## src/design/gis_pkg.sv

```systemverilog
`timescale 1ns / 1ps
// ----------------------------------------------------------------------------
// Grayscale image scaler package
// Shared sizes, command types and helper functions of the scaler.
// ----------------------------------------------------------------------------
package gis_pkg;

    localparam int MAX_IN_WIDTH  = 512;
    localparam int MAX_IN_HEIGHT = 512;
    localparam int MAX_OUT_SIZE  = 4096;

    localparam int IW_W   = 10;
    localparam int OW_W   = 13;
    localparam int LC_W   = 9;
    localparam int OC_W   = 12;
    localparam int PIX_W  = 8;
    localparam int FRAC_W = 16;

    localparam int STORE_DEPTH = MAX_IN_WIDTH * MAX_IN_HEIGHT;
    localparam int ADDR_W      = $clog2(STORE_DEPTH);
    localparam int POS_W       = $clog2(MAX_IN_WIDTH) + FRAC_W;
    localparam int XS_W        = OC_W + IW_W;
    localparam int SUM_W       = PIX_W + ADDR_W;
    localparam int DVD_W       = SUM_W;
    localparam int DVS_W       = ADDR_W + 1;
    localparam int DIV_CNT_W   = $clog2(DVD_W + 1);
    localparam int MID_W       = PIX_W + FRAC_W + 2;
    localparam int V_W         = MID_W + FRAC_W + 2;

    localparam int FIFO_DEPTH = 2;
    localparam int FIFO_AW    = $clog2(FIFO_DEPTH);

    localparam int CFG_IDX_W  = 3;
    localparam int CFG_DATA_W = 13;

    localparam logic [CFG_IDX_W-1:0] CFG_IN_WIDTH   = 3'd0;
    localparam logic [CFG_IDX_W-1:0] CFG_IN_HEIGHT  = 3'd1;
    localparam logic [CFG_IDX_W-1:0] CFG_OUT_WIDTH  = 3'd2;
    localparam logic [CFG_IDX_W-1:0] CFG_OUT_HEIGHT = 3'd3;
    localparam logic [CFG_IDX_W-1:0] CFG_REPLICATE  = 3'd4;

    typedef enum logic [2:0] {
        OP_WRITE,
        OP_SKIP,
        OP_FIXED,
        OP_ENLARGE,
        OP_AREA
    } op_t;

    typedef struct packed {
        op_t               op;
        logic [ADDR_W-1:0] addr;
        logic [PIX_W-1:0]  wdata;
        logic [OC_W-1:0]   col;
        logic [OC_W-1:0]   row;
        logic [IW_W-1:0]   ix;
        logic [IW_W-1:0]   iy;
        logic [OW_W-1:0]   ox;
        logic [OW_W-1:0]   oy;
        logic              repl;
        logic              status;
        logic [XS_W-1:0]   xs;
        logic [XS_W-1:0]   ys;
    } cmd_t;

    function automatic logic [ADDR_W-1:0] addr_of(input logic [IW_W-1:0] c,
                                                   input logic [IW_W-1:0] r);
        logic [ADDR_W+IW_W-1:0] t;
        t = (ADDR_W+IW_W)'(r) * (ADDR_W+IW_W)'(MAX_IN_WIDTH) + (ADDR_W+IW_W)'(c);
        return t[ADDR_W-1:0];
    endfunction

    function automatic logic [IW_W-1:0] clamp_in(input logic [IW_W-1:0] v,
                                                 input logic [IW_W-1:0] hi);
        logic [IW_W-1:0] r;
        r = v;
        if (v == '0) r = IW_W'(1);
        if (v > hi) r = hi;
        return r;
    endfunction

    function automatic logic [OW_W-1:0] clamp_out(input logic [OW_W-1:0] v);
        logic [OW_W-1:0] r;
        r = v;
        if (v == '0) r = OW_W'(1);
        if (v > OW_W'(MAX_OUT_SIZE)) r = OW_W'(MAX_OUT_SIZE);
        return r;
    endfunction

endpackage

```

## src/design/gis_ifs.sv

```systemverilog
`timescale 1ns / 1ps
// ----------------------------------------------------------------------------
// Grayscale image scaler channels
// Request, result and configuration write channels with valid and ready.
// ----------------------------------------------------------------------------
interface gis_req_if;
    logic                      valid;
    logic                      ready;
    logic                      mode;
    logic [gis_pkg::LC_W-1:0]  load_col;
    logic [gis_pkg::LC_W-1:0]  load_row;
    logic [gis_pkg::PIX_W-1:0] load_value;
    logic [gis_pkg::OC_W-1:0]  out_col;
    logic [gis_pkg::OC_W-1:0]  out_row;
    modport source (output valid, mode, load_col, load_row, load_value, out_col, out_row,
                    input ready);
    modport sink (input valid, mode, load_col, load_row, load_value, out_col, out_row,
                  output ready);
endinterface


interface gis_cfg_if;
    logic                           valid;
    logic                           ready;
    logic [gis_pkg::CFG_IDX_W-1:0]  index;
    logic [gis_pkg::CFG_DATA_W-1:0] data;
    modport source (output valid, index, data, input ready);
    modport sink (input valid, index, data, output ready);
endinterface

```

## src/design/gis_front.sv

```systemverilog
`timescale 1ns / 1ps
// ----------------------------------------------------------------------------
// Scaler front end
// Holds the configuration registers and turns each request into a command.
// ----------------------------------------------------------------------------
module gis_front (
    input  logic          clk,
    input  logic          rst_n,
    gis_req_if.sink       req,
    gis_cfg_if.sink       cfg,
    output gis_pkg::cmd_t push_cmd,
    output logic          push,
    input  logic          q_full
);
    import gis_pkg::*;

    logic [IW_W-1:0] in_width_reg;
    logic [IW_W-1:0] in_height_reg;
    logic [OW_W-1:0] out_width_reg;
    logic [OW_W-1:0] out_height_reg;
    logic            replicate_reg;

    logic [IW_W-1:0] ix;
    logic [IW_W-1:0] iy;
    logic [OW_W-1:0] ox;
    logic [OW_W-1:0] oy;
    logic            mixed;
    logic            outside;

    assign cfg.ready = 1'b1;
    assign req.ready = !q_full;
    assign push      = req.valid && !q_full;

    always_ff @(posedge clk or negedge rst_n)
    begin
        if (!rst_n)
        begin
            in_width_reg   <= IW_W'(512);
            in_height_reg  <= IW_W'(512);
            out_width_reg  <= OW_W'(512);
            out_height_reg <= OW_W'(512);
            replicate_reg  <= 1'b0;
        end
        else if (cfg.valid)
        begin
            unique case (cfg.index)
                CFG_IN_WIDTH:   in_width_reg   <= cfg.data[IW_W-1:0];
                CFG_IN_HEIGHT:  in_height_reg  <= cfg.data[IW_W-1:0];
                CFG_OUT_WIDTH:  out_width_reg  <= cfg.data[OW_W-1:0];
                CFG_OUT_HEIGHT: out_height_reg <= cfg.data[OW_W-1:0];
                CFG_REPLICATE:  replicate_reg  <= cfg.data[0];
                default:        ;
            endcase
        end
    end

    assign ix = clamp_in(in_width_reg, IW_W'(MAX_IN_WIDTH));
    assign iy = clamp_in(in_height_reg, IW_W'(MAX_IN_HEIGHT));
    assign ox = clamp_out(out_width_reg);
    assign oy = clamp_out(out_height_reg);

    assign mixed = ((OW_W'(ix) < ox) && (OW_W'(iy) > oy)) ||
                   ((OW_W'(ix) > ox) && (OW_W'(iy) < oy));
    assign outside = (OW_W'(req.out_col) >= ox) || (OW_W'(req.out_row) >= oy);

    always_comb
    begin
        push_cmd        = '0;
        push_cmd.addr   = addr_of(IW_W'(req.load_col), IW_W'(req.load_row));
        push_cmd.wdata  = req.load_value;
        push_cmd.col    = req.out_col;
        push_cmd.row    = req.out_row;
        push_cmd.ix     = ix;
        push_cmd.iy     = iy;
        push_cmd.ox     = ox;
        push_cmd.oy     = oy;
        push_cmd.repl   = replicate_reg;
        push_cmd.xs     = req.out_col * ix;
        push_cmd.ys     = req.out_row * iy;
        if (!req.mode)
        begin
            if ((IW_W'(req.load_col) < IW_W'(MAX_IN_WIDTH)) &&
                (IW_W'(req.load_row) < IW_W'(MAX_IN_HEIGHT)))
                push_cmd.op = OP_WRITE;
            else
                push_cmd.op = OP_SKIP;
        end
        else if (mixed)
        begin
            push_cmd.op     = OP_FIXED;
            push_cmd.status = 1'b1;
        end
        else if (outside)
            push_cmd.op = OP_FIXED;
        else if ((OW_W'(ix) < ox) || (OW_W'(iy) < oy))
            push_cmd.op = OP_ENLARGE;
        else
            push_cmd.op = OP_AREA;
    end

endmodule

```

## src/flat_wrapper.sv

```systemverilog
// flat-port wrapper written by rule: the top's interface ports become plain ports
module gis_front_flat import gis_pkg::*;
  (clk, rst_n, push_cmd, push, q_full, req_valid, req_mode, req_load_col, req_load_row, req_load_value, req_out_col, req_out_row, req_ready, cfg_valid, cfg_index, cfg_data, cfg_ready);
  gis_req_if req_i ();
  gis_cfg_if cfg_i ();
  input  logic clk;
  input  logic rst_n;
  output gis_pkg::cmd_t push_cmd;
  output logic push;
  input  logic q_full;
  input wire logic [$bits(req_i.valid)-1:0] req_valid;
  input wire logic [$bits(req_i.mode)-1:0] req_mode;
  input wire logic [$bits(req_i.load_col)-1:0] req_load_col;
  input wire logic [$bits(req_i.load_row)-1:0] req_load_row;
  input wire logic [$bits(req_i.load_value)-1:0] req_load_value;
  input wire logic [$bits(req_i.out_col)-1:0] req_out_col;
  input wire logic [$bits(req_i.out_row)-1:0] req_out_row;
  output wire logic [$bits(req_i.ready)-1:0] req_ready;
  input wire logic [$bits(cfg_i.valid)-1:0] cfg_valid;
  input wire logic [$bits(cfg_i.index)-1:0] cfg_index;
  input wire logic [$bits(cfg_i.data)-1:0] cfg_data;
  output wire logic [$bits(cfg_i.ready)-1:0] cfg_ready;
  assign req_i.valid = req_valid;
  assign req_i.mode = req_mode;
  assign req_i.load_col = req_load_col;
  assign req_i.load_row = req_load_row;
  assign req_i.load_value = req_load_value;
  assign req_i.out_col = req_out_col;
  assign req_i.out_row = req_out_row;
  assign req_ready = req_i.ready;
  assign cfg_i.valid = cfg_valid;
  assign cfg_i.index = cfg_index;
  assign cfg_i.data = cfg_data;
  assign cfg_ready = cfg_i.ready;
  gis_front u_core (.clk(clk), .rst_n(rst_n), .req(req_i), .cfg(cfg_i), .push_cmd(push_cmd), .push(push), .q_full(q_full));
endmodule
```

## config.mk

```make
export PLATFORM = sky130hd
export DESIGN_NAME = gis_front_flat
export DESIGN_NICKNAME = d
export VERILOG_FILES = /design/src/design/gis_pkg.sv /design/src/design/gis_ifs.sv /design/src/design/gis_front.sv /design/src/flat_wrapper.sv
export SDC_FILE = /design/constraint.sdc
export NUM_CORES = 1
export LEC_CHECK = 0
export BUFFER_PORTS_ARGS = -buffer_cell sky130_fd_sc_hd__buf_2
export CORE_UTILIZATION = 45
export DETAILED_ROUTE_END_ITERATION = 10
export HOLD_SLACK_MARGIN = 0.06
export PLACE_DENSITY = 0.72
export SLEW_MARGIN = 20
export SYNTH_ARGS = -nofsm -noshare
export SYNTH_HDL_FRONTEND = slang
export SYNTH_SLANG_ARGS = --single-unit
```

## constraint.sdc

```tcl
create_clock -name clk -period 5.52 [get_ports clk]
set_clock_uncertainty 0.15 [all_clocks]
set_input_delay 0 -clock clk [delete_from_list [all_inputs] [get_ports clk]]
set_output_delay 0 -clock clk [all_outputs]
set_load 0.02 [all_outputs]
```

# == After elaboration in Yosys (flattened, before gate mapping) ==
# Cells that the tools add are included.
# totals
elab_cells,53
in_bits,72
output_inout_bits,148
reg_bits,47
# classes
reduce_logical,17
multipliers,2
n_mux,14
order_cmp,10
eq_ne,4
add_sub_neg,1
# op_table
op,count
13-bit two-way mux,4
12-bit by 10-bit multiplier with 22-bit output,2
10-bit two-way mux,4
12-bit by 13-bit >= comparator with 1-bit output,2
10-bit by 13-bit > comparator with 1-bit output,2
"13-bit > comparator, second input constant",2
13-bit logical NOT,2
10-bit by 13-bit less-than comparator with 1-bit output,2
"10-bit > comparator, second input constant",2
10-bit logical NOT,2
18-bit by 9-bit adder with 18-bit output,1
3-bit two-way mux,4
2-bit AND reduction,5
"3-bit by 2-bit equality test with 1-bit output, second input constant",2
"3-bit by 1-bit equality test with 1-bit output, second input constant",1
"3-bit equality test, second input constant",1
1-bit logical AND,3
3-bit logical NOT,1
1-bit logical OR,3
1-bit two-way mux,2
1-bit logical NOT,1

# == Logic depth before layout (Yosys ltp) ==
# Gate-level depths: netlist of the first run.
# depth
word_depth,9
depth_mapped,22
ltp_nobuf,21

# == Worst setup path before layout of the first run ==
# No wires, ideal clock.
# synth_timing
path_type,register to output
from,register u_core.in_width_reg[6]
to,output push_cmd[42] in the netlist's numbering
stages_incl_launch_ff,22
required_time_ps,5370
n_path_buf,1
arrival_time_ps,5869
setup_slack_ps,-499
path_cell_list,dfrtp_1 > nor4_1 > nand3_1 > a21boi_0 > clkbuf_1 > nand2_1 > fa_1 > inv_1 > fa_1 > fa_1 > fa_1 > inv_1 > fa_1 > inv_1 > ha_1 > a21oi_1 > o21ai_0 > a21oi_1 > o221ai_1 > a21oi_1 > a21oi_1 > xor2_1
# synth_rtl
item,line_no,rtl
from (decl),gis_front.sv:17,logic [IW_W-1:0] in_width_reg;
from (signal assigned),gis_front.sv:47,CFG_IN_WIDTH: in_width_reg <= cfg.data[IW_W-1:0];
to (decl),flat_wrapper.sv:8,output gis_pkg::cmd_t push_cmd;

==> impl_metrics.tcl, run 1 <==
set metrics [dict create \
    drive_gt1_share_pct 32.4 \
    synthAdderAreaFrac_pct 44.9 \
    hp-class "in2async" \
    cts_tree "yes" \
    yosys.area_share.simple_pct 17.4 \
    syn-cell-area_mm2 0.0113 \
    synth_top_family_by_area "adder cells" \
    yosysTopAreaCellShare_pct 27.5 \
    critPathTopFamily "adder cells" \
    groute.usage.overall_pct 24.3 \
    routabilityCongestion 0.913 \
    ys_ff_latch 47 \
    num_io_pins 220 \
    drt-initial-drc-count 545 \
    fin_ws_ns -0.423 \
    ant_nets 0 \
    initial_core_util_pct 46.3 \
    port_buffers 166 \
    cp_common_cell "fa_1" \
    cts.clk_slew.worst_paths_ns 0.06 \
    area_delta_synth_final_pct 27.8 \
    root_buffer "clkbuf_16" \
    dieArea_mm2 0.0259 \
    fp-row-count 57 \
    synth-compound-area-share_pct 8.17 \
    synthMuxAreaShare_pct 4.56 \
    clock_path_buffers 2 \
    status "finished with violations" \
    start_kind "register" \
    dr_wl_met3_um 1600 \
    worstPathRequired_ns 5.37 \
    routedLengthMet1_um 14000 \
    grt_pass1_vias 9936 \
    ys_async_sr_fraction_pct 100 \
    die_w_um 161 \
    cts_buffers 5 \
    core_area_mm2 0.0245 \
    cts_max_level 2 \
    routed.top_layer "met4" \
    place_hpwl_um 24100 \
    crit_buf_inv 10 \
    worst_pin_slew_ns 1.07 \
    ys_types 55 \
    crit_start "u_core.in_width_reg[9]" \
    worstSetupPathType "reg2out" \
    mostFrequentLayoutCells "inv_1 (181), fa_1 (150), buf_2 (141)" \
    finalCriticalPeriod_ns 5.94 \
    maxCapViolCount 0 \
    yosys.area.top_type "fa_1" \
    syn_area_per_cell_um2 8.96 \
    clkSinkCount 47 \
    overflow 0 \
    wl_met2_um 15400 \
    r2r_start "u_core.in_width_reg[9]" \
    antenna_found_initial 1 \
    critPathMaxStageDelay_ns 0.62 \
    drt-total-wl_um 31800 \
    syn_nets 1653 \
    final_common_cell "inv_1" \
    crit_path_top_delay_cell "dfstp_2" \
    drv_slew 0 \
    synth_edf_count 0 \
    worstSkewPairLatency_ns 0.28 \
    drc_errors 0 \
    grt_pass1_wl_um 50300 \
    cp.arrival_ns 5.79 \
    synthTopCellsByArea "fa_1 (28%), ha_1 (17%), dfrtp_1 (9.5%)" \
    final.fill_count 2052 \
    grt_max_degree 48 \
    fmax_mhz 168 \
    hold_violations 0 \
    wl_per_cell_um 17.4 \
    routed_via_density 5.34 \
    drtPass1Iterations 5 \
    nNetsFinal 1890 \
    synth-seq-area-share_pct 10.4 \
    synth_ff_type "dfrtp_1" \
    relSlewSlack_pct 28.1 \
    setup_viol 21 \
    cp-end-kind "output pin" \
    crit_fanout 6 \
    die_h_um 161 \
    vias 9776 \
    ys_warn_count 0 \
    grt_setup_unrepaired "yes" \
    timing.final.crit_share_pct 108 \
    violations "negative setup slack" \
    synthCells 1267 \
    whs_ns 0.106 \
    synth_xor_area_share_pct 2.86 \
]
==> area by class of cell <==
cell class                 count  area, µm²  share of cell area [%]
clock buffer                   5        125                   0.863
antenna                        1       2.50                  0.0173
sequential                    47       1180                    8.14
tap                          324        405                    2.80
clock inverter                 2       13.8                  0.0949
inverter                     196        736                    5.07
timing repair buffer         334       2410                    16.6
multi-input combinational    920       9630                    66.4
==> path summary, 6_finish.rpt <==
path	endpoint	slack [ns]	cells after the start
min reg2reg	u_core.out_height_reg[0]	0.37	1
max	push_cmd[42]	-0.42	25
min	u_core.replicate_reg	0.11	2
max reg2reg	u_core.in_width_reg[9]	4.27	3
min in group clk	req_ready	0.11	3
max in group asynchronous	u_core.out_height_reg[11]	4.68	2
==> layer usage <==
metal	up-vias	global-route usage, %
met4	0	6.30
met3	57	2.89
met2	369	40.6
met1	4902	33.3
met5	-	0
li1	4448	-
==> worst reg2reg max path: stages, from the launching register on <==
cell	delay, ns
dfstp_2	0.62
buf_4	0.16
buf_4	0.12
mux2_2	0.14
==> cell families after synthesis <==
family / Yosys count
AOI/OAI and AO/OA: 137
xor gates and xnor gates: 37
adders and majority gates: 314
buffers and inverters: 300
DFF: 47
muxes: 46
other: 1
and+or+nand+nor: 385
==> timing repair <==
action,4_1_cts,5_1_grt
setup endpoints to repair,23,25
gates resized for setup,119,96
pin swaps,75,64
endpoints found under the hold margin,116,0
hold buffers,44,0
buffers inserted,24,18
==> cells in the mapped netlist, types with 3 or more instances <==
library cell  instances
and3_1                5
o21ai_1               3
xor2_1               13
clkbuf_1             37
nand2_1             138
nor4_1                7
xnor2_1              24
a211oi_1              9
a21o_1               28
a31oi_1               4
o21a_1                8
o211ai_1              6
ha_1                158
nor2_1               28
nand3_1              14
o31ai_1               3
nand2b_1             28
dfrtp_1              43
inv_1               196
fa_1                156
nor3_1               10
mux2_2               46
or3_1                 3
a21oi_2               3
a21oi_1              40
nand4_1               7
buf_4                52
nor2b_1              19
dfstp_2               4
o21ai_0              11
and2_1              117
buf_1                14
nand3b_1              3
==> per-stage QoR <==
step / cell area [µm²] / instances / worst slack (ns) / TNS [ns] / util, %
2_1_floorplan: 11400 / 1267 / -0.0458 / -0.0458 / -
4_1_cts: 14000 / 1814 / -0.330 / -2.37 / 56.9
6_report: 14500 / 1829 / -0.423 / -4.26 / 59.1
5_1_grt: 14500 / 1829 / -0.636 / -8.03 / 59.1
3_5_place_dp: 12700 / 1743 / -0.293 / -1.23 / 51.8
3_3_place_gp: 12700 / 1743 / -0.155 / -0.535 / 51.8
Power of run 1 is left out: the tool's default activity adds up to more than one toggle a clock period on the data nets, which glitch-free logic cannot reach.
==> inputs of run 2 (changes only) <==
--- a/config.mk
+++ b/config.mk
@@ -6,10 +6,11 @@
 export NUM_CORES = 1
 export LEC_CHECK = 0
 export BUFFER_PORTS_ARGS = -buffer_cell sky130_fd_sc_hd__buf_2
-export CORE_UTILIZATION = 45
+export CORE_UTILIZATION = 50
+export CTS_CLUSTER_SIZE = 25
 export DETAILED_ROUTE_END_ITERATION = 10
 export HOLD_SLACK_MARGIN = 0.06
-export PLACE_DENSITY = 0.72
+export PLACE_DENSITY = 0.76
 export SLEW_MARGIN = 20
 export SYNTH_ARGS = -nofsm -noshare
 export SYNTH_HDL_FRONTEND = slang
==> run 2 against run 1 <==
The flow finishes with violations (design-rule violations, negative setup slack). Final area is 1.1% lower. Core utilization is 6.0 points higher. Non-clock buffer count is 3 lower. Cell count is 2.5% lower. Via count is 0.60% higher. Worst hold slack worse by 0.0082 ns. First-iteration DRC count is 21% higher. Count of clock-buffer cells in the layout is 1 higher. Largest cell class unchanged. Maximum frequency is 0.59% higher. Sequential share of layout area is 0.087 points higher.
==> impl_metrics.tcl, run 2 (synthesized netlist as in run 1, its figures left out) <==
set metrics [dict create \
    status "finished with violations" \
    violations "design-rule violations, negative setup slack" \
    rrSetupSlack_ns 4.23 \
    grt_setup_unrepaired "yes" \
    worst_pin_slew_ns 0.760 \
    drt-initial-drc-count 658 \
    fmax_mhz 169 \
    drtPass1Iterations 10 \
    final.fill_count 1674 \
    setup-tns-final_ns -3.96 \
    grt_pass1_wl_um 50300 \
    critPathMaxStageDelay_ns 0.59 \
    drc_errors 21 \
    fin_area_mm2 0.0144 \
    groute.usage.overall_pct 26.8 \
    grt_pass1_vias 10275 \
    dieArea_mm2 0.0233 \
    hp-class "in2async" \
    crit_fanout 6 \
    r2r_start "u_core.in_height_reg[9]" \
    grt_max_degree 48 \
    mostFrequentLayoutCells "inv_1 (176), fa_1 (147), buf_2 (147)" \
    relSlewSlack_pct 49.3 \
    regToRegEndpoint "u_core.in_height_reg[9]" \
    ant_nets 0 \
    cts_buffers 5 \
    worstPathRequired_ns 5.37 \
    cp.arrival_ns 5.76 \
    finalCriticalPeriod_ns 5.91 \
    worstSetupPathType "reg2out" \
    cts_max_level 2 \
    antenna_found_initial 2 \
    overflow 0 \
    cts_tree "yes" \
    maxCapViolCount 0 \
    clkSinkCount 47 \
    place_hpwl_um 23400 \
    wl_per_cell_um 17.6 \
    port_buffers 166 \
    cp-end-kind "output pin" \
    worstPathCellList "buf_4 -> a21boi_4 -> buf_4 -> buf_4 -> and2_4 -> fa_2 -> fa_1 -> inv_2 -> fa_1 -> inv_1 -> fa_1 -> inv_1 -> fa_1 -> inv_2 -> ha_4 -> nor3_1 -> o21ai_2 -> a21oi_2 -> buf_4 -> o21bai_1 -> a21oi_1 -> xnor2_1 -> buf_2" \
    final_common_cell "inv_1" \
    core_area_mm2 0.0220 \
    timing.final.crit_share_pct 107 \
    crit_path_top_delay_cell "dfstp_2" \
    die_w_um 153 \
    fp-row-count 54 \
    hold_violations 0 \
    vias 9835 \
    num_io_pins 220 \
    fin_ws_ns -0.388 \
    setup_viol 20 \
    routed_via_density 5.51 \
    post_dp_cell_area_mm2 0.0125 \
    drive_gt1_share_pct 32.8 \
    clock_path_buffers 2 \
    routabilityCongestion 0.897 \
    start_kind "register" \
    worstSkewPairLatency_ns 0.28 \
    initial_core_util_pct 51.5 \
    root_buffer "clkbuf_16" \
    area_delta_synth_final_pct 26.4 \
    drt-total-wl_um 31400 \
    reg2regPathDepth 3 \
    drv_slew 0 \
    die_h_um 153 \
    cts.clk_slew.worst_paths_ns 0.07 \
    nNetsFinal 1887 \
]
[run 2: cell types whose count changed in the layout (fill, tap and decap cells not counted), sizes merged]
cell / previous run / this run
clkinvlp: 0 / 1
diode: 1 / 2
clkinv: 2 / 1
buf: 290 / 287
clkbuf: 5 / 6
[run 2: layer usage]
metal	track usage, %	wire [µm]	up-vias	share of wire, %
met5	0	0	-	0
met2	45.2	15100	419	48
met4	10.5	1100	0	3.5
met1	35.0	13200	4875	42
met3	3.30	2090	84	6.7
li1	-	-	4457	-
[run 2: what timing repair did]
item / in CTS / in global routing
setup buffers: 30 / 19
hold buffers: 44 / 0
gates cloned: 0 / 0
hold endpoints to repair: 116 / 0
endpoints found under the setup margin: 22 / 26
pin swaps: 83 / 53
resized for setup: 119 / 90
[run 2: metrics by stage]
stage	utilization, %	cells	setup slack, ns	hold slack (ns)
detailed placement	56.9	1686	-0.263	-0.150
floorplan	-	1267	-0.0458	-0.446
CTS	62.8	1765	-0.273	0.107
global placement	56.9	1686	-0.177	-0.150
finish	65.1	1784	-0.388	0.0974
global route	65.1	1784	-0.563	0.131
[run 2: worst max path at each step]
stage                                 startpoint           end  cells after the start
after floorplan           u_core.in_width_reg[6]  push_cmd[42]                     21
after global placement    u_core.in_width_reg[6]  push_cmd[42]                     21
after detailed placement  u_core.in_width_reg[6]  push_cmd[42]                     23
after CTS                 u_core.in_width_reg[5]  push_cmd[43]                     22
after global routing      u_core.in_width_reg[9]  push_cmd[38]                     23
final                     u_core.in_width_reg[9]  push_cmd[38]                     23
[run 2: area by class of cell]
type | instances | area, µm² | area share [%]
diodes | 2 | 5.00 | 0.0349
clock buffers | 6 | 139 | 0.968
repair buffers | 331 | 2320 | 16.2
multi-input cells | 920 | 9600 | 66.9
inverters | 196 | 736 | 5.13
clock inverters | 2 | 16.3 | 0.113
well taps | 280 | 350 | 2.44
flip-flops and latches | 47 | 1180 | 8.23
[run 2: critical path, delay by kind of cell, from the launching register on]
family | cells | cell delay [ns]
buf+inv | 9 | 1.00
compound gates | 5 | 0.71
flops | 1 | 0.59
fa+ha+maj | 6 | 2.54
xor+xnor | 1 | 0.16
simple gates | 2 | 0.44
Power of run 2 is left out for the same reason.
==> inputs of run 3 (changes only) <==
--- a/config.mk
+++ b/config.mk
@@ -10,7 +10,7 @@
 export CTS_CLUSTER_SIZE = 25
 export DETAILED_ROUTE_END_ITERATION = 10
 export HOLD_SLACK_MARGIN = 0.06
-export PLACE_DENSITY = 0.76
+export PLACE_DENSITY = 0.74
 export SLEW_MARGIN = 20
 export SYNTH_ARGS = -nofsm -noshare
 export SYNTH_HDL_FRONTEND = slang
==> run 3 against run 2 <==
The flow still finishes with violations (design-rule violations, negative setup slack). Routed wire length shrank 2.4%. Via count is 0.57% lower. Register-to-register slack got worse by 0.16 ns. Global-route usage is 0.41 points lower. Sequential share of layout area hardly changed. Worst hold slack improved by 0.011 ns. Setup slack gained 0.0038 ns. Non-clock buffer count decreased by 2. Cell count shrank 0.22%. Core utilization is 0.34 points lower. Critical endpoint is now push_cmd[43]. Highest routed layer unchanged.
==> impl_metrics.tcl, run 3 (synthesized netlist as in run 1, its figures left out) <==
set metrics [dict create \
    start_kind "register" \
    r2r_start "u_core.replicate_reg" \
    cts_tree "yes" \
    vias 9779 \
    dpl.cell_count 1687 \
    drive_gt1_share_pct 31.4 \
    status "finished with violations" \
    grt_max_degree 48 \
    grt_pass1_wl_um 49600 \
    worstPathCellList "nor4_2 -> nand3_1 -> a21boi_4 -> buf_4 -> nand2_2 -> fa_1 -> fa_1 -> inv_1 -> fa_2 -> fa_1 -> inv_2 -> fa_1 -> inv_2 -> ha_4 -> o211ai_1 -> nor3_4 -> o21ai_2 -> nand3_2 -> buf_6 -> nand4_1 -> a21oi_2 -> xnor2_1 -> buf_4" \
    drtPass1Iterations 11 \
    critPathMaxStageDelay_ns 0.55 \
    fp-row-count 54 \
    worstSetupPathType "reg2out" \
    routedLengthMet1_um 13600 \
    cp-end-kind "output pin" \
    grt_setup_unrepaired "yes" \
    mostFrequentLayoutCells "inv_1 (179), fa_1 (151), buf_2 (146)" \
    fin_ws_ns -0.384 \
    dieArea_mm2 0.0233 \
    worstPathRequired_ns 5.37 \
    antenna_found_initial 0 \
    fmax_mhz 169 \
    groute.usage.overall_pct 26.4 \
    routed_via_density 5.49 \
    routed.top_layer "met4" \
    relSlewSlack_pct 49.5 \
    wl_met2_um 14700 \
    wl_per_cell_um 17.2 \
    cp.arrival_ns 5.75 \
    grt_pass1_vias 10005 \
    routabilityCongestion 0.894 \
    finalNonFillerCells 1780 \
    crit_start "u_core.in_width_reg[6]" \
    core_area_mm2 0.0220 \
    post_dp_cell_area_mm2 0.0126 \
    drt-initial-drc-count 576 \
    cts.clk_slew.worst_paths_ns 0.07 \
    worst_pin_slew_ns 0.756 \
    maxCapViolCount 0 \
    crit_fanout 4 \
    drv_slew 0 \
    timing.final.crit_share_pct 107 \
    hold_violations 0 \
    hp-class "in2async" \
    finalCriticalPeriod_ns 5.90 \
    initial_core_util_pct 51.5 \
    die_h_um 153 \
    area_delta_synth_final_pct 25.8 \
    violations "design-rule violations, negative setup slack" \
    port_buffers 166 \
    setup_viol 17 \
    place_hpwl_um 23500 \
    worstSkewPairLatency_ns 0.28 \
    clkSinkCount 47 \
    nNetsFinal 1885 \
    crit_path_top_delay_cell "fa_1" \
    cp_common_cell "fa_1" \
    clock_path_buffers 2 \
    drt-total-wl_um 30700 \
    final_common_cell "inv_1" \
    fin_area_mm2 0.0143 \
    dr_wl_met3_um 1590 \
    cts_max_level 2 \
    die_w_um 153 \
    root_buffer "clkbuf_16" \
    cts_buffers 5 \
    drc_errors 19 \
    overflow 0 \
    n_antenna_cell 0 \
    num_io_pins 220 \
    whs_ns 0.109 \
    setup-tns-final_ns -3.44 \
    ant_nets 0 \
]
[run 3: layout make-up]
| class | instances | area [µm²] |
|---|---|---|
| multi-input combinational | 920 | 9540 |
| timing repair buffer | 329 | 2330 |
| sequential | 47 | 1180 |
| fill | 1738 | 7750 |
| inverter | 196 | 736 |
| clock inverter | 2 | 13.8 |
| clock buffer | 6 | 129 |
| tap | 280 | 350 |
[run 3: through the flow]
stage / utilization [%] / setup slack [ns]
after detailed placement: 57.0 / -0.319
after CTS: 63.0 / -0.294
after floorplan: - / -0.0458
after global placement: 57.0 / -0.201
final: 64.8 / -0.384
after global routing: 64.8 / -0.654
[run 3: critical path, delay by kind of cell, from the launching register on]
| family | cells | cell delay, ns |
|---|---|---|
| AO/OA/AOI/OAI | 4 | 0.69 |
| XOR/XNOR | 1 | 0.12 |
| adder cells (fa/ha/maj) | 6 | 2.69 |
| AND/OR/NAND/NOR | 6 | 0.96 |
| flip-flops | 1 | 0.39 |
| buffers and inverters | 6 | 0.60 |
[run 3: path summary, 6_finish.rpt]
check                                      endpoint  slack [ns]  depth (start not counted)
min reg2reg                u_core.out_height_reg[0]        0.37                          1
max                                    push_cmd[43]       -0.38                         23
max reg2reg                    u_core.replicate_reg        4.07                          2
max in group asynchronous  u_core.out_height_reg[3]        4.69                          2
min in group clk                          req_ready        0.12                          3
min                            u_core.replicate_reg        0.11                          2
[run 3: what timing repair did]
| action | in CTS | in global routing |
|---|---|---|
| gates resized for setup | 109 | 74 |
| hold buffers | 45 | 0 |
| endpoints found under the setup margin | 23 | 24 |
| pin swaps | 71 | 51 |
| cloned | 0 | 0 |
| setup buffers | 33 | 16 |
| endpoints found under the hold margin | 116 | 0 |
[run 3: routing by layer]
layer	global-route usage (%)	vias to the layer above
met5	0	-
met4	6.30	0
met3	2.79	66
met2	45.2	378
met1	35.7	4880
li1	-	4455
Power of run 3 is left out for the same reason.
