===== src/design/gis_pkg.sv =====
`timescale 1ns / 1ps
// ----------------------------------------------------------------------------
// Grayscale image scaler package
// Shared sizes, command types and helper functions of the scaler.
// ----------------------------------------------------------------------------
package gis_pkg;

    localparam int MAX_IN_WIDTH  = 512;
    localparam int MAX_IN_HEIGHT = 512;
    localparam int MAX_OUT_SIZE  = 4096;

    localparam int IW_W   = 10;
    localparam int OW_W   = 13;
    localparam int LC_W   = 9;
    localparam int OC_W   = 12;
    localparam int PIX_W  = 8;
    localparam int FRAC_W = 16;

    localparam int STORE_DEPTH = MAX_IN_WIDTH * MAX_IN_HEIGHT;
    localparam int ADDR_W      = $clog2(STORE_DEPTH);
    localparam int POS_W       = $clog2(MAX_IN_WIDTH) + FRAC_W;
    localparam int XS_W        = OC_W + IW_W;
    localparam int SUM_W       = PIX_W + ADDR_W;
    localparam int DVD_W       = SUM_W;
    localparam int DVS_W       = ADDR_W + 1;
    localparam int DIV_CNT_W   = $clog2(DVD_W + 1);
    localparam int MID_W       = PIX_W + FRAC_W + 2;
    localparam int V_W         = MID_W + FRAC_W + 2;

    localparam int FIFO_DEPTH = 2;
    localparam int FIFO_AW    = $clog2(FIFO_DEPTH);

    localparam int CFG_IDX_W  = 3;
    localparam int CFG_DATA_W = 13;

    localparam logic [CFG_IDX_W-1:0] CFG_IN_WIDTH   = 3'd0;
    localparam logic [CFG_IDX_W-1:0] CFG_IN_HEIGHT  = 3'd1;
    localparam logic [CFG_IDX_W-1:0] CFG_OUT_WIDTH  = 3'd2;
    localparam logic [CFG_IDX_W-1:0] CFG_OUT_HEIGHT = 3'd3;
    localparam logic [CFG_IDX_W-1:0] CFG_REPLICATE  = 3'd4;

    typedef enum logic [2:0] {
        OP_WRITE,
        OP_SKIP,
        OP_FIXED,
        OP_ENLARGE,
        OP_AREA
    } op_t;

    typedef struct packed {
        op_t               op;
        logic [ADDR_W-1:0] addr;
        logic [PIX_W-1:0]  wdata;
        logic [OC_W-1:0]   col;
        logic [OC_W-1:0]   row;
        logic [IW_W-1:0]   ix;
        logic [IW_W-1:0]   iy;
        logic [OW_W-1:0]   ox;
        logic [OW_W-1:0]   oy;
        logic              repl;
        logic              status;
        logic [XS_W-1:0]   xs;
        logic [XS_W-1:0]   ys;
    } cmd_t;

    function automatic logic [ADDR_W-1:0] addr_of(input logic [IW_W-1:0] c,
                                                   input logic [IW_W-1:0] r);
        logic [ADDR_W+IW_W-1:0] t;
        t = (ADDR_W+IW_W)'(r) * (ADDR_W+IW_W)'(MAX_IN_WIDTH) + (ADDR_W+IW_W)'(c);
        return t[ADDR_W-1:0];
    endfunction

    function automatic logic [IW_W-1:0] clamp_in(input logic [IW_W-1:0] v,
                                                 input logic [IW_W-1:0] hi);
        logic [IW_W-1:0] r;
        r = v;
        if (v == '0) r = IW_W'(1);
        if (v > hi) r = hi;
        return r;
    endfunction

    function automatic logic [OW_W-1:0] clamp_out(input logic [OW_W-1:0] v);
        logic [OW_W-1:0] r;
        r = v;
        if (v == '0) r = OW_W'(1);
        if (v > OW_W'(MAX_OUT_SIZE)) r = OW_W'(MAX_OUT_SIZE);
        return r;
    endfunction

endpackage


===== src/design/gis_cmd_fifo.sv =====
`timescale 1ns / 1ps
// ----------------------------------------------------------------------------
// Scaler command queue
// Short queue of commands between the front end and the execution unit.
// ----------------------------------------------------------------------------
module gis_cmd_fifo (
    input  logic          clk,
    input  logic          rst_n,
    input  logic          push,
    input  gis_pkg::cmd_t push_cmd,
    input  logic          pop,
    output gis_pkg::cmd_t head,
    output logic          empty,
    output logic          full
);
    import gis_pkg::*;

    cmd_t               entry_reg [FIFO_DEPTH];
    logic [FIFO_AW-1:0] wr_ptr_reg;
    logic [FIFO_AW-1:0] rd_ptr_reg;
    logic [FIFO_AW:0]   count_reg;

    assign head  = entry_reg[rd_ptr_reg];
    assign empty = (count_reg == '0);
    assign full  = (count_reg == (FIFO_AW+1)'(FIFO_DEPTH));

    always_ff @(posedge clk)
    begin
        if (push)
            entry_reg[wr_ptr_reg] <= push_cmd;
    end

    always_ff @(posedge clk or negedge rst_n)
    begin
        if (!rst_n)
        begin
            wr_ptr_reg <= '0;
            rd_ptr_reg <= '0;
            count_reg  <= '0;
        end
        else
        begin
            if (push)
                wr_ptr_reg <= (wr_ptr_reg == FIFO_AW'(FIFO_DEPTH-1)) ? '0 : wr_ptr_reg + 1'b1;
            if (pop)
                rd_ptr_reg <= (rd_ptr_reg == FIFO_AW'(FIFO_DEPTH-1)) ? '0 : rd_ptr_reg + 1'b1;
            if (push && !pop)
                count_reg <= count_reg + 1'b1;
            else if (pop && !push)
                count_reg <= count_reg - 1'b1;
        end
    end

endmodule


===== config.mk =====
export PLATFORM = sky130hd
export DESIGN_NAME = gis_cmd_fifo
export DESIGN_NICKNAME = d
export VERILOG_FILES = /design/src/design/gis_pkg.sv /design/src/design/gis_cmd_fifo.sv
export SDC_FILE = /design/constraint.sdc
export NUM_CORES = 1
export LEC_CHECK = 0
export BUFFER_PORTS_ARGS = -buffer_cell sky130_fd_sc_hd__buf_2
export CORE_ASPECT_RATIO = 0.5
export CORE_MARGIN = 5
export CORE_UTILIZATION = 30
export DETAILED_ROUTE_END_ITERATION = 8
export SYNTH_ARGS = -nofsm -noshare
export SYNTH_HDL_FRONTEND = slang
export SYNTH_SLANG_ARGS = --single-unit

===== constraint.sdc =====
create_clock -name clk -period 12.75 [get_ports clk]
set_clock_uncertainty 0.05 [all_clocks]
set_input_delay 3.1875 -clock clk [delete_from_list [all_inputs] [get_ports clk]]
set_output_delay 3.1875 -clock clk [all_outputs]
set_load 0.05 [all_outputs]

---- Yosys cells after proc, flatten, opt, wreduce, memory -nomap -nowiden ----
Memory sizes are Yosys's and may differ from the RTL's.
Cells that the tools add are included.
cells by class
  equal/unequal tests ..................... 1
  $add $sub $neg .......................... 4
  muxes and demuxes ....................... 6
  reductions and logical operators ........ 6
operators by type and width
  kind                                                                count
  1-bit 2-to-1 mux                                                    4
  2-bit 2-to-1 mux                                                    2
  1-bit adder, second input constant                                  2
  2-bit by 1-bit adder with 2-bit output, second input constant       1
  2-bit equality test, second input constant                          1
  1-bit logical AND                                                   2
  1-bit zero test                                                     2
  2-bit zero test                                                     1
  2-bit nonzero test                                                  1
  2-bit by 1-bit subtractor with 2-bit output, second input constant  1
storage, ports and cells
  memories ................................ 1
  word-level logic and storage cells ...... 21
  register bits ........................... 4
  RAM bits ................................ 290
  output and inout port bits .............. 147
  bits of input ports ..................... 149
memories
  memory     words  width  rd ports  clocked after memory_dff  write ports  line                RTL
  entry_reg  2      145    1         0                         1            gis_cmd_fifo.sv:18  cmd_t entry_reg [FIFO_DEPTH];

---- Depth between registers and ports, before layout ----
Gate-level depths: netlist (run 1).
  depth after elaboration ................. 4
  depth in mapped cells ................... 5
  gate-level depth less buffers ........... 5

---- Worst setup path before layout (run 1) ----
No wires, ideal clock.
  path kind ............................... in2reg
  start point ............................. input port push
  end point ............................... memory entry_reg[0][0] (netlist bit) (enable)
  buffers on the path ..................... 0
  stages on the path ...................... 1
  setup slack ............................. 2.569 ns
  required time ........................... 12.031 ns
  arrival ................................. 9.462 ns
  path through ............................ nor2b_1
between the ends
  cells in the longest elaborated chain, start to end .. 2
RTL lines
  item                                    line                RTL
  from (decl)                             gis_cmd_fifo.sv:9   input logic push,
  1-bit 2-to-1 mux                        gis_cmd_fifo.sv:29  if (push)
  1-bit 2-to-1 mux (implied by the code)  gis_cmd_fifo.sv:30  entry_reg[wr_ptr_reg] <= push_cmd;
  to (decl)                               gis_cmd_fifo.sv:18
Every way passes these cells.

==> impl_metrics.prom, run 1 <==
# TYPE chip_impl_metric gauge
chip_impl_metric{name="groute.layer.met3.usage",unit="%"} 1.56
chip_impl_metric{name="synthesis.instances",unit=""} 467
chip_impl_metric{name="hold-worst-slack",unit="ns"} 0.446
chip_impl_metric{name="postSynthAreaPerCell",unit="sq um"} 23.0
chip_impl_info{name="tritoncts",value="done"} 1
chip_impl_metric{name="seq_area_frac_synth",unit="%"} 82.1
chip_impl_metric{name="synthAdderAreaFrac",unit="%"} 0.117
chip_impl_metric{name="hold_buffers",unit=""} 0
chip_impl_metric{name="slew_headroom",unit="%"} 27.4
chip_impl_metric{name="floorplan.initialDensity",unit="%"} 30.1
chip_impl_metric{name="worstMarginPinSlew",unit="ns"} 1.09
chip_impl_metric{name="cts_post_setup_buffers_inserted",unit=""} 0
chip_impl_metric{name="drt_first_iter_violations",unit=""} 342
chip_impl_metric{name="grt_overflow_total",unit=""} 0
chip_impl_info{name="grt_busiest_layer",value="met2"} 1
chip_impl_info{name="critical_path.startpoint_type",value="flip-flop"} 1
chip_impl_metric{name="cp.arrival",unit="ns"} 3.33
chip_impl_metric{name="ioPinCount",unit=""} 296
chip_impl_metric{name="nets",unit=""} 931
chip_impl_metric{name="worstPathRequired",unit="ns"} 9.51
chip_impl_metric{name="netlist-cell-type-count",unit=""} 12
chip_impl_metric{name="timing.critical_path.fanout_max",unit=""} 75
chip_impl_metric{name="placedCellCount",unit=""} 1234
chip_impl_metric{name="wire_per_inst",unit="microns"} 18.8
chip_impl_metric{name="ys_ff_latch",unit=""} 294
chip_impl_metric{name="routed-via-count",unit=""} 5493
chip_impl_metric{name="fmax",unit="GHz"} 0.152
chip_impl_metric{name="fp-row-count",unit=""} 49
chip_impl_info{name="rsz0062_at_grt",value="false"} 1
chip_impl_metric{name="cts_made_buffers",unit=""} 29
chip_impl_metric{name="antenna_violating_nets_post_route",unit=""} 0
chip_impl_metric{name="floorplan_core_area",unit="sq mm"} 0.0356
chip_impl_metric{name="via_count_of_the_first_global_routing_pass",unit=""} 5863
chip_impl_metric{name="chipHeight",unit="microns"} 144
chip_impl_metric{name="clk_pin_slew_worst_paths",unit="ns"} 0.06
chip_impl_metric{name="dp_hpwl",unit="microns"} 16600
chip_impl_metric{name="power_density",unit="mW/mm^2"} 267
chip_impl_metric{name="post-route-util",unit="%"} 38.3
chip_impl_metric{name="setup_tns",unit="ns"} 0
chip_impl_metric{name="cts-resized-gates",unit=""} 0
chip_impl_info{name="timing.setup.critical_path_class",value="flip-flop to primary output"} 1
chip_impl_info{name="hp-class",value="flip-flop to flip-flop"} 1
chip_impl_metric{name="period_needed",unit="ns"} 6.57
chip_impl_metric{name="finalNonFillerCells",unit=""} 1295
chip_impl_metric{name="layout_worst_path_cycle_share",unit="%"} 51.5
chip_impl_metric{name="grt_util_met1",unit="%"} 11.6
chip_impl_metric{name="wirelength",unit="microns"} 24300
chip_impl_metric{name="synth.yosys.warnings",unit=""} 0
chip_impl_metric{name="grtUsageTotal",unit="%"} 11.3
chip_impl_metric{name="setup_viol_count_final",unit=""} 0
chip_impl_metric{name="grt_start_max_net_pins",unit=""} 77
chip_impl_metric{name="clock_insertion_delay_worst_skew",unit="ns"} 0.55
chip_impl_metric{name="ff2ff_setup_slack",unit="ns"} 9.97
chip_impl_metric{name="fillerInstances",unit=""} 3283
chip_impl_metric{name="cellLeakagePower",unit="nW"} 5.04
chip_impl_metric{name="timing.max_cap.violations",unit=""} 0
chip_impl_metric{name="drc",unit=""} 0
chip_impl_metric{name="muxShareOfSynthArea",unit="%"} 15.2
chip_impl_info{name="cts-root-buf",value="sky130_fd_sc_hd__clkbuf_16"} 1
chip_impl_metric{name="synth_compound_gate_area_share",unit="%"} 0
chip_impl_metric{name="grt_pass1_wl",unit="microns"} 34900
chip_impl_info{name="setup.worst_path.end_class",value="primary output"} 1
chip_impl_metric{name="first_pass_iters",unit=""} 5
chip_impl_metric{name="global_route.usage.met2",unit="%"} 23.2
chip_impl_info{name="run_status",value="completed"} 1
chip_impl_metric{name="timing.final.max_slew_violations",unit=""} 0
chip_impl_metric{name="clock_tree.buffer_depth",unit=""} 3
chip_impl_metric{name="area_growth",unit="%"} 27.2
chip_impl_metric{name="initial_antenna_violation_count",unit=""} 4
chip_impl_metric{name="report.final.hold_viol_count",unit=""} 0
chip_impl_metric{name="clock_sink_count",unit=""} 294
chip_impl_metric{name="yosys.area_share.xor_xnor",unit="%"} 0.408
chip_impl_metric{name="peak_supply_drop",unit="V"} 0.000166
chip_impl_metric{name="placement.io_buffers",unit=""} 295
chip_impl_metric{name="number_of_flip_flops_in_the_largest_register",unit=""} 290
chip_impl_metric{name="die_x",unit="microns"} 277
chip_impl_metric{name="dieArea",unit="sq mm"} 0.0399
chip_impl_metric{name="postSynthNetCount",unit=""} 617
chip_impl_metric{name="syn_area",unit="sq mm"} 0.0107
chip_impl_metric{name="cts_htree_levels",unit=""} 1
chip_impl_metric{name="globalplace.congestion",unit=""} 0.752
chip_impl_info{name="synth_top_family_by_area",value="multiplexers"} 1
chip_impl_metric{name="post_synth_and_or_nand_nor_area_fraction",unit="%"} 0.245
chip_impl_metric{name="vias_per_cell",unit=""} 4.24
chip_impl_metric{name="drive_gt1_share",unit="%"} 60.3
[worst max-delay path, stage by stage, from the launching register on]
cell and delay, ns:
sky130_fd_sc_hd__dfrtp_4 1.08, sky130_fd_sc_hd__buf_4 0.90, sky130_fd_sc_hd__mux2_2 0.45, sky130_fd_sc_hd__buf_2 0.22
[placed cells by master (no fill, tap or decap), types with 2 or more instances in the layout]
master                      synthesis  layout
sky130_fd_sc_hd__buf_2              0     295
sky130_fd_sc_hd__clkbuf_16          0      29
sky130_fd_sc_hd__nor2_1             2       2
sky130_fd_sc_hd__clkbuf_1           0       8
sky130_fd_sc_hd__bufinv_16          0       5
sky130_fd_sc_hd__diode_2            0       7
sky130_fd_sc_hd__edfxtp_1         290     290
sky130_fd_sc_hd__buf_4              0       4
sky130_fd_sc_hd__xor2_1             4       4
sky130_fd_sc_hd__clkinv_1           0       8
sky130_fd_sc_hd__mux2_2           145     145
sky130_fd_sc_hd__dfrtp_1            4       3
[routing by layer]
metal | part of all wire, % | vias to the layer above | wire, microns
met2 | 60 | 84 | 14600
met5 | 0 | - | 0
met1 | 35 | 2852 | 8430
met4 | 3.6 | 0 | 873
met3 | 1.8 | 48 | 438
li1 | - | 2509 | -
[metrics by stage]
stage | cell area [sq um] | power (mW) | setup slack, ns
final | 13600 | 3.65 | 6.18
after CTS | 13600 | 3.70 | 6.12
after global placement | 12700 | 2.80 | 6.74
after detailed placement | 12700 | 2.81 | 6.73
after global routing | 13600 | 3.79 | 6.00
after floorplan | 10700 | 2.54 | 2.57
[worst paths after layout]
path / start / endpoint / cells after the start
setup / recovery: rd_ptr_reg / head[57] / 3
hold / removal: count_reg[1] / count_reg[1] / 1
setup reg to reg: wr_ptr_reg / entry_reg[1][57] / 2
hold reg to reg: count_reg[1] / count_reg[1] / 1
max in group asynchronous: rst_n / rd_ptr_reg / 1
min in group asynchronous: rst_n / count_reg[0] / 1
[layout make-up]
cell class	instances	area (sq um)	area share [%]
multi-input cells	156	1730	12.6
diodes	7	17.5	0.128
inverters	1	3.75	0.0275
clock inverters	17	221	1.62
well taps	484	606	4.44
repair buffers	299	1510	11.0
flip-flops and latches	294	8810	64.6
clock buffers	37	756	5.54
[power by group]
part / internal (mW) / switching [mW]
Sequential: 1.29 / 0.0838
Clock: 0.522 / 0.352
Combinational: 0.368 / 1.04
Total: 2.17 / 1.47
[Yosys cell counts]
| cell | number | area share [%] |
|---|---|---|
| sky130_fd_sc_hd__mux2_2 | 145 | 15 |
| sky130_fd_sc_hd__nor2_1 | 2 | 0.070 |
| sky130_fd_sc_hd__xnor2_1 | 1 | 0.082 |
| sky130_fd_sc_hd__nor2b_1 | 2 | 0.12 |
| sky130_fd_sc_hd__and2_1 | 1 | 0.058 |
| sky130_fd_sc_hd__dfrtp_1 | 4 | 0.93 |
| sky130_fd_sc_hd__edfxtp_1 | 290 | 81 |
| sky130_fd_sc_hd__ha_1 | 1 | 0.12 |
| sky130_fd_sc_hd__xor2_1 | 4 | 0.33 |
| sky130_fd_sc_hd__clkbuf_8 | 10 | 1.3 |
| sky130_fd_sc_hd__inv_1 | 1 | 0.035 |
| sky130_fd_sc_hd__buf_6 | 6 | 0.63 |
[logic make-up after synthesis]
group	after synthesis
flops	294
mux	145
buf+inv	17
xor+xnor	5
simple gates	5
fa+ha+maj	1
Note: power is estimated with default switching activity, not from simulation.
==> inputs of run 2 (changes only) <==
- clock period: 12.75 -> 5.5 ns (I/O delays scaled with it)
==> run 2 against run 1 <==
Net effect:
- setup slack lost 4.6 ns
- wire length grew 1.2%
- first-iteration DRC count shrank 4.1%
- global-route usage grew 0.18 points
- highest routed layer unchanged
==> impl_metrics.prom, run 2 (same netlist as run 1, synthesis figures left out) <==
# TYPE chip_impl_metric gauge
chip_impl_metric{name="cts-resized-gates",unit=""} 0
chip_impl_metric{name="floorplan.initialDensity",unit="%"} 30.1
chip_impl_metric{name="wirelength",unit="microns"} 24600
chip_impl_metric{name="drt_first_iter_violations",unit=""} 328
chip_impl_info{name="critical_path.reg2reg.endpoint",value="entry_reg[1][80]"} 1
chip_impl_metric{name="globalplace.congestion",unit=""} 0.801
chip_impl_metric{name="chipHeight",unit="microns"} 144
chip_impl_metric{name="clock_power_share",unit="%"} 22.6
chip_impl_metric{name="hold_buffers",unit=""} 0
chip_impl_metric{name="dieArea",unit="sq mm"} 0.0399
chip_impl_metric{name="placement.io_buffers",unit=""} 295
chip_impl_info{name="timing.setup.critical_path_class",value="flip-flop to primary output"} 1
chip_impl_metric{name="multi_input_area",unit="sq mm"} 0.00173
chip_impl_metric{name="grtUsageTotal",unit="%"} 11.4
chip_impl_metric{name="layout_worst_path_cycle_share",unit="%"} 71.2
chip_impl_metric{name="grt_start_max_net_pins",unit=""} 77
chip_impl_metric{name="floorplan_core_area",unit="sq mm"} 0.0356
chip_impl_metric{name="number_of_flip_flops_in_the_largest_register",unit=""} 290
chip_impl_metric{name="cts_made_buffers",unit=""} 29
chip_impl_metric{name="slew_headroom",unit="%"} 24.6
chip_impl_metric{name="drive_gt1_share",unit="%"} 61.2
chip_impl_metric{name="vias_per_cell",unit=""} 4.18
chip_impl_metric{name="depth_of_the_most_critical_reg_to_reg_path",unit=""} 2
chip_impl_metric{name="worstPathRequired",unit="ns"} 4.07
chip_impl_info{name="run_status",value="completed"} 1
chip_impl_metric{name="grt_pass1_wl",unit="microns"} 35400
chip_impl_metric{name="fin_area",unit="sq mm"} 0.0136
chip_impl_info{name="hp-class",value="flip-flop to flip-flop"} 1
chip_impl_info{name="setup.worst_path.end_class",value="primary output"} 1
chip_impl_metric{name="ioPinCount",unit=""} 296
chip_impl_metric{name="cp.arrival",unit="ns"} 2.49
chip_impl_metric{name="sequentialPowerShare",unit="%"} 37.7
chip_impl_metric{name="peak_supply_drop",unit="V"} 0.000253
chip_impl_metric{name="area_growth",unit="%"} 26.9
chip_impl_info{name="layout_common_cells",value="sky130_fd_sc_hd__buf_2 (295), sky130_fd_sc_hd__edfxtp_1 (290), sky130_fd_sc_hd__mux2_2 (145), sky130_fd_sc_hd__clkbuf_16 (29), sky130_fd_sc_hd__clkbuf_1 (11)"} 1
chip_impl_metric{name="timing.final.max_slew_violations",unit=""} 0
chip_impl_metric{name="initial_antenna_violation_count",unit=""} 8
chip_impl_metric{name="drc",unit=""} 0
chip_impl_metric{name="cts_post_setup_buffers_inserted",unit=""} 0
chip_impl_metric{name="die_x",unit="microns"} 277
chip_impl_metric{name="fillerInstances",unit=""} 3305
chip_impl_metric{name="sequential_cell_area",unit="sq mm"} 0.00881
chip_impl_metric{name="power_density",unit="mW/mm^2"} 610
chip_impl_metric{name="wire_per_inst",unit="microns"} 18.9
chip_impl_metric{name="clock_sink_count",unit=""} 294
chip_impl_metric{name="cell_internal_pwr",unit="mW"} 4.88
chip_impl_metric{name="via_count_of_the_first_global_routing_pass",unit=""} 6012
chip_impl_metric{name="ff2ff_setup_slack",unit="ns"} 3.23
chip_impl_metric{name="antenna_violating_nets_post_route",unit=""} 0
chip_impl_metric{name="cts_htree_levels",unit=""} 1
chip_impl_metric{name="routed-via-count",unit=""} 5443
chip_impl_metric{name="first_pass_iters",unit=""} 4
chip_impl_metric{name="clk_pin_slew_worst_paths",unit="ns"} 0.06
chip_impl_info{name="leading_cell_type_in_the_layout_fill_and_taps_excluded",value="sky130_fd_sc_hd__buf_2"} 1
chip_impl_info{name="cp-startpoint",value="rd_ptr_reg"} 1
chip_impl_metric{name="switchingPower",unit="mW"} 3.43
chip_impl_metric{name="worstMarginPinSlew",unit="ns"} 1.13
chip_impl_metric{name="setup_tns",unit="ns"} 0
chip_impl_metric{name="clock_insertion_delay_worst_skew",unit="ns"} 0.55
chip_impl_info{name="critical_path.startpoint_type",value="flip-flop"} 1
chip_impl_metric{name="grt_overflow_total",unit=""} 0
chip_impl_metric{name="dp_hpwl",unit="microns"} 17400
chip_impl_metric{name="timing.critical_path.fanout_max",unit=""} 41
chip_impl_info{name="tritoncts",value="done"} 1
chip_impl_metric{name="fmax",unit="GHz"} 0.255
chip_impl_metric{name="timing.max_cap.violations",unit=""} 0
chip_impl_metric{name="setup_viol_count_final",unit=""} 0
chip_impl_metric{name="clock_tree.buffer_depth",unit=""} 3
chip_impl_metric{name="fp-row-count",unit=""} 49
chip_impl_metric{name="swShare",unit="%"} 41.2
chip_impl_info{name="rsz0062_at_grt",value="false"} 1
chip_impl_info{name="cts-root-buf",value="sky130_fd_sc_hd__clkbuf_16"} 1
chip_impl_metric{name="period_needed",unit="ns"} 3.91
chip_impl_metric{name="report.final.hold_viol_count",unit=""} 0
chip_impl_info{name="reg2reg_from",value="wr_ptr_reg"} 1
chip_impl_metric{name="nets",unit=""} 936
chip_impl_metric{name="placedInstanceArea",unit="sq mm"} 0.0127
chip_impl_metric{name="cellLeakagePower",unit="nW"} 5.04
chip_impl_info{name="worstSetupEndpoint",value="head[33]"} 1
chip_impl_metric{name="comb_power_share",unit="%"} 39.7
run 2: metal layers:
layer  routed length (microns)  global-route usage, %
met5                         0                      0
met2                     14700                   23.8
met4                       926                   4.60
met1                      8450                   11.6
met3                       533                   1.56
run 2: power by group through the flow:
stage          Clock [mW]  Combinational (mW)  Sequential, mW
6_report             1.88                3.29            3.13
5_1_grt              2.04                3.43            3.18
3_5_place_dp            0                3.34            3.19
2_1_floorplan           0                2.72            3.13
3_3_place_gp            0                3.31            3.17
4_1_cts              1.94                3.35            3.15
run 2: layout make-up:
type | count | area share [%]
Antenna cell | 9 | 0.165
Multi-Input combinational cell | 156 | 12.7
Inverter | 1 | 0.0276
Timing Repair Buffer | 304 | 11.4
Clock buffer | 40 | 5.63
Sequential cell | 294 | 64.7
Clock inverter | 14 | 0.955
Tap cell | 484 | 4.45
run 2: worst min-delay path by stage:
| stage | slack [ns] | startpoint | cells past startpoint | endpoint |
|---|---|---|---|---|
| 2_1_floorplan | 0.41 | count_reg[1] | 1 | count_reg[1] |
| 3_3_place_gp | 0.43 | count_reg[1] | 1 | count_reg[1] |
| 3_5_place_dp | 0.44 | count_reg[1] | 1 | count_reg[1] |
| 4_1_cts | 0.45 | count_reg[1] | 1 | count_reg[1] |
| 5_1_grt | 0.49 | count_reg[1] | 1 | count_reg[1] |
| 6_report | 0.44 | count_reg[1] | 1 | count_reg[1] |
run 2: per-stage QoR:
stage          cells  hold slack, ns  util, %  total power [mW]  worst slack (ns)
6_report        1302           0.443     38.2              8.31              1.59
5_1_grt         1301           0.490     38.2              8.65              1.42
4_1_cts         1293           0.445     38.2              8.44              1.49
3_5_place_dp    1239           0.437     35.7              6.53              2.08
3_3_place_gp    1239           0.425     35.7              6.48              2.14
2_1_floorplan    467           0.406        -              5.85             0.241
run 2: critical path: stages, from the launching register on:
cell and delay [ns]:
sky130_fd_sc_hd__dfrtp_4 0.80, sky130_fd_sc_hd__buf_4 0.50, sky130_fd_sc_hd__mux2_2 0.40, sky130_fd_sc_hd__buf_2 0.21
==> inputs of run 3 (changes only) <==
- clock period: 5.5 -> 3.1 ns (I/O delays scaled with it)
==> run 3 against run 2 <==
Net effect:
- non-clock buffer count did not move
- wire length shrank 0.33%
- sequential power rose by 75%
- critical path depth did not move
- cell count down 0.69%
- setup slack got worse by 1.5 ns
- sequential cell count is the same
- first-iteration DRC count is 33% lower
==> impl_metrics.prom, run 3 (same netlist as run 1, synthesis figures left out) <==
# TYPE chip_impl_metric gauge
chip_impl_info{name="run_status",value="completed"} 1
chip_impl_metric{name="sequential_cell_area",unit="sq mm"} 0.00881
chip_impl_metric{name="fp-row-count",unit=""} 49
chip_impl_info{name="cp_cell_sequence",value="buf_16, mux2_2, buf_2"} 1
chip_impl_info{name="crit_path_top_delay_cell",value="sky130_fd_sc_hd__dfrtp_4"} 1
chip_impl_metric{name="worstMarginPinSlew",unit="ns"} 0.463
chip_impl_metric{name="swShare",unit="%"} 40.7
chip_impl_info{name="setup.worst_path.end_class",value="primary output"} 1
chip_impl_metric{name="timing.max_cap.violations",unit=""} 0
chip_impl_info{name="critical_path.startpoint_type",value="flip-flop"} 1
chip_impl_metric{name="placedCellCount",unit=""} 1238
chip_impl_info{name="timing.setup.critical_path_class",value="flip-flop to primary output"} 1
chip_impl_metric{name="grt_start_max_net_pins",unit=""} 74
chip_impl_metric{name="placedInstanceArea",unit="sq mm"} 0.0128
chip_impl_metric{name="clock_insertion_delay_worst_skew",unit="ns"} 0.53
chip_impl_metric{name="timing.final.max_slew_violations",unit=""} 0
chip_impl_metric{name="cts_htree_levels",unit=""} 1
chip_impl_metric{name="clock_sink_count",unit=""} 294
chip_impl_metric{name="layout_worst_path_cycle_share",unit="%"} 96.4
chip_impl_metric{name="drt_first_iter_violations",unit=""} 221
chip_impl_metric{name="drc",unit=""} 0
chip_impl_metric{name="fillerInstances",unit=""} 3295
chip_impl_metric{name="grtUsageTotal",unit="%"} 11.5
chip_impl_metric{name="finalNonFillerCells",unit=""} 1293
chip_impl_metric{name="fin_area",unit="sq mm"} 0.0137
chip_impl_metric{name="dieArea",unit="sq mm"} 0.0399
chip_impl_metric{name="floorplan.initialDensity",unit="%"} 30.1
chip_impl_metric{name="hold-worst-slack",unit="ns"} 0.371
chip_impl_metric{name="globalplace.congestion",unit=""} 0.771
chip_impl_metric{name="grt_overflow_total",unit=""} 0
chip_impl_metric{name="routed-via-count",unit=""} 5484
chip_impl_metric{name="cts_made_buffers",unit=""} 29
chip_impl_metric{name="floorplan_core_area",unit="sq mm"} 0.0356
chip_impl_metric{name="power_density",unit="mW/mm^2"} 1080
chip_impl_metric{name="sequentialPowerShare",unit="%"} 37.1
chip_impl_metric{name="nets",unit=""} 936
chip_impl_metric{name="via_count_of_the_first_global_routing_pass",unit=""} 6000
chip_impl_metric{name="wirelength",unit="microns"} 24600
chip_impl_metric{name="number_of_flip_flops_in_the_largest_register",unit=""} 290
chip_impl_metric{name="clock_tree.buffer_depth",unit=""} 3
chip_impl_metric{name="report.final.hold_viol_count",unit=""} 0
chip_impl_metric{name="worstPathRequired",unit="ns"} 2.27
chip_impl_metric{name="drive_gt1_share",unit="%"} 60.4
chip_impl_metric{name="wire_per_inst",unit="microns"} 19.0
chip_impl_metric{name="die_x",unit="microns"} 277
chip_impl_metric{name="slew_headroom",unit="%"} 69.1
chip_impl_metric{name="first_pass_iters",unit=""} 4
chip_impl_metric{name="crit_path_largest_cell_delay",unit="ns"} 0.59
chip_impl_info{name="leading_cell_type_in_the_layout_fill_and_taps_excluded",value="sky130_fd_sc_hd__buf_2"} 1
chip_impl_metric{name="initial_antenna_violation_count",unit=""} 5
chip_impl_metric{name="cp.arrival",unit="ns"} 2.16
chip_impl_metric{name="switchingPower",unit="mW"} 6.01
chip_impl_metric{name="comb_power_share",unit="%"} 40.7
chip_impl_metric{name="setup_viol_count_final",unit=""} 0
chip_impl_metric{name="period_needed",unit="ns"} 2.99
chip_impl_metric{name="antenna_violating_nets_post_route",unit=""} 0
chip_impl_info{name="tritoncts",value="done"} 1
chip_impl_metric{name="grt_pass1_wl",unit="microns"} 35200
chip_impl_metric{name="area_growth",unit="%"} 27.2
chip_impl_metric{name="cellLeakagePower",unit="nW"} 5.04
chip_impl_metric{name="cell_internal_pwr",unit="mW"} 8.76
chip_impl_info{name="cts-root-buf",value="sky130_fd_sc_hd__clkbuf_16"} 1
chip_impl_metric{name="cts_post_setup_buffers_inserted",unit=""} 0
chip_impl_info{name="hp-class",value="input port to flip-flop"} 1
chip_impl_info{name="layout_common_cells",value="sky130_fd_sc_hd__buf_2 (295), sky130_fd_sc_hd__edfxtp_1 (290), sky130_fd_sc_hd__mux2_2 (145), sky130_fd_sc_hd__clkbuf_16 (29), sky130_fd_sc_hd__clkbuf_1 (10)"} 1
chip_impl_metric{name="multi_input_area",unit="sq mm"} 0.00173
chip_impl_metric{name="peak_supply_drop",unit="V"} 0.000632
chip_impl_info{name="rsz0062_at_grt",value="false"} 1
chip_impl_metric{name="placement.io_buffers",unit=""} 295
chip_impl_metric{name="dp_hpwl",unit="microns"} 17200
chip_impl_metric{name="chipHeight",unit="microns"} 144
chip_impl_metric{name="clk_pin_slew_worst_paths",unit="ns"} 0.06
chip_impl_metric{name="timing.critical_path.fanout_max",unit=""} 72
chip_impl_metric{name="ioPinCount",unit=""} 296
chip_impl_metric{name="clock_power_share",unit="%"} 22.1
chip_impl_metric{name="fmax",unit="GHz"} 0.335
chip_impl_metric{name="vias_per_cell",unit=""} 4.24
## run 3: power by group through the flow
stage	clock network [mW]	registers (mW)	logic, mW
2_1_floorplan	0	5.52	4.83
3_3_place_gp	0	5.53	6.07
3_5_place_dp	0	5.58	6.09
4_1_cts	3.39	5.49	6.10
5_1_grt	3.55	5.55	6.26
6_report	3.27	5.48	6.02
## run 3: stage by stage
stage	util, %	TNS (ns)	power, mW	worst slack [ns]
finish	38.3	0	14.8	0.112
global route	38.3	0	15.4	0.0127
CTS	38.3	0	15.0	0.0444
detailed placement	35.8	0	11.7	0.639
global placement	35.8	0	11.6	0.633
floorplan	-	-48.54	10.3	-0.335
## run 3: path summary, 6_finish.rpt
path,cells past startpoint,slack [ns],startpoint,endpoint
worst max-delay path,3,0.11,rd_ptr_reg,head[57]
worst min-delay path,1,0.37,push_cmd[109],entry_reg[0][109]
worst max register to register,2,1.64,wr_ptr_reg,entry_reg[0][97]
worst min register to register,1,0.45,count_reg[1],count_reg[1]
max in group asynchronous,2,2.30,rst_n,rd_ptr_reg
min in group asynchronous,2,0.56,rst_n,count_reg[1]
## run 3: layout make-up
class | count | share of cell area [%]
Antenna cell | 4 | 0.0733
Clock buffer | 39 | 5.59
Clock inverter | 11 | 0.752
Inverter | 1 | 0.0275
Multi-Input combinational cell | 156 | 12.6
Sequential cell | 294 | 64.5
Tap cell | 484 | 4.44
Timing Repair Buffer | 304 | 11.9
## run 3: what timing repair did
action                                  in CTS  in global routing
endpoints found under the hold margin        4                  0
gates resized for setup                      0                  1
endpoints found under the setup margin       0                  1
hold buffers                                 1                  0
## run 3: layer usage
| metal | up-vias | routed length (microns) | part of all wire [%] | GRT usage (%) |
|---|---|---|---|---|
| met2 | 71 | 14900 | 61 | 24.3 |
| met1 | 2865 | 8290 | 34 | 11.2 |
| met5 | - | 7 | 0.029 | 0 |
| met3 | 39 | 595 | 2.4 | 1.96 |
| li1 | 2507 | - | - | - |
| met4 | 2 | 713 | 2.9 | 3.94 |
## run 3: worst max-delay path: cells and delay by family, from the launching register on
kind                   cells  cell delay [ns]
multiplexers               1             0.40
buffers and inverters      2             0.56
flip-flops                 1             0.59
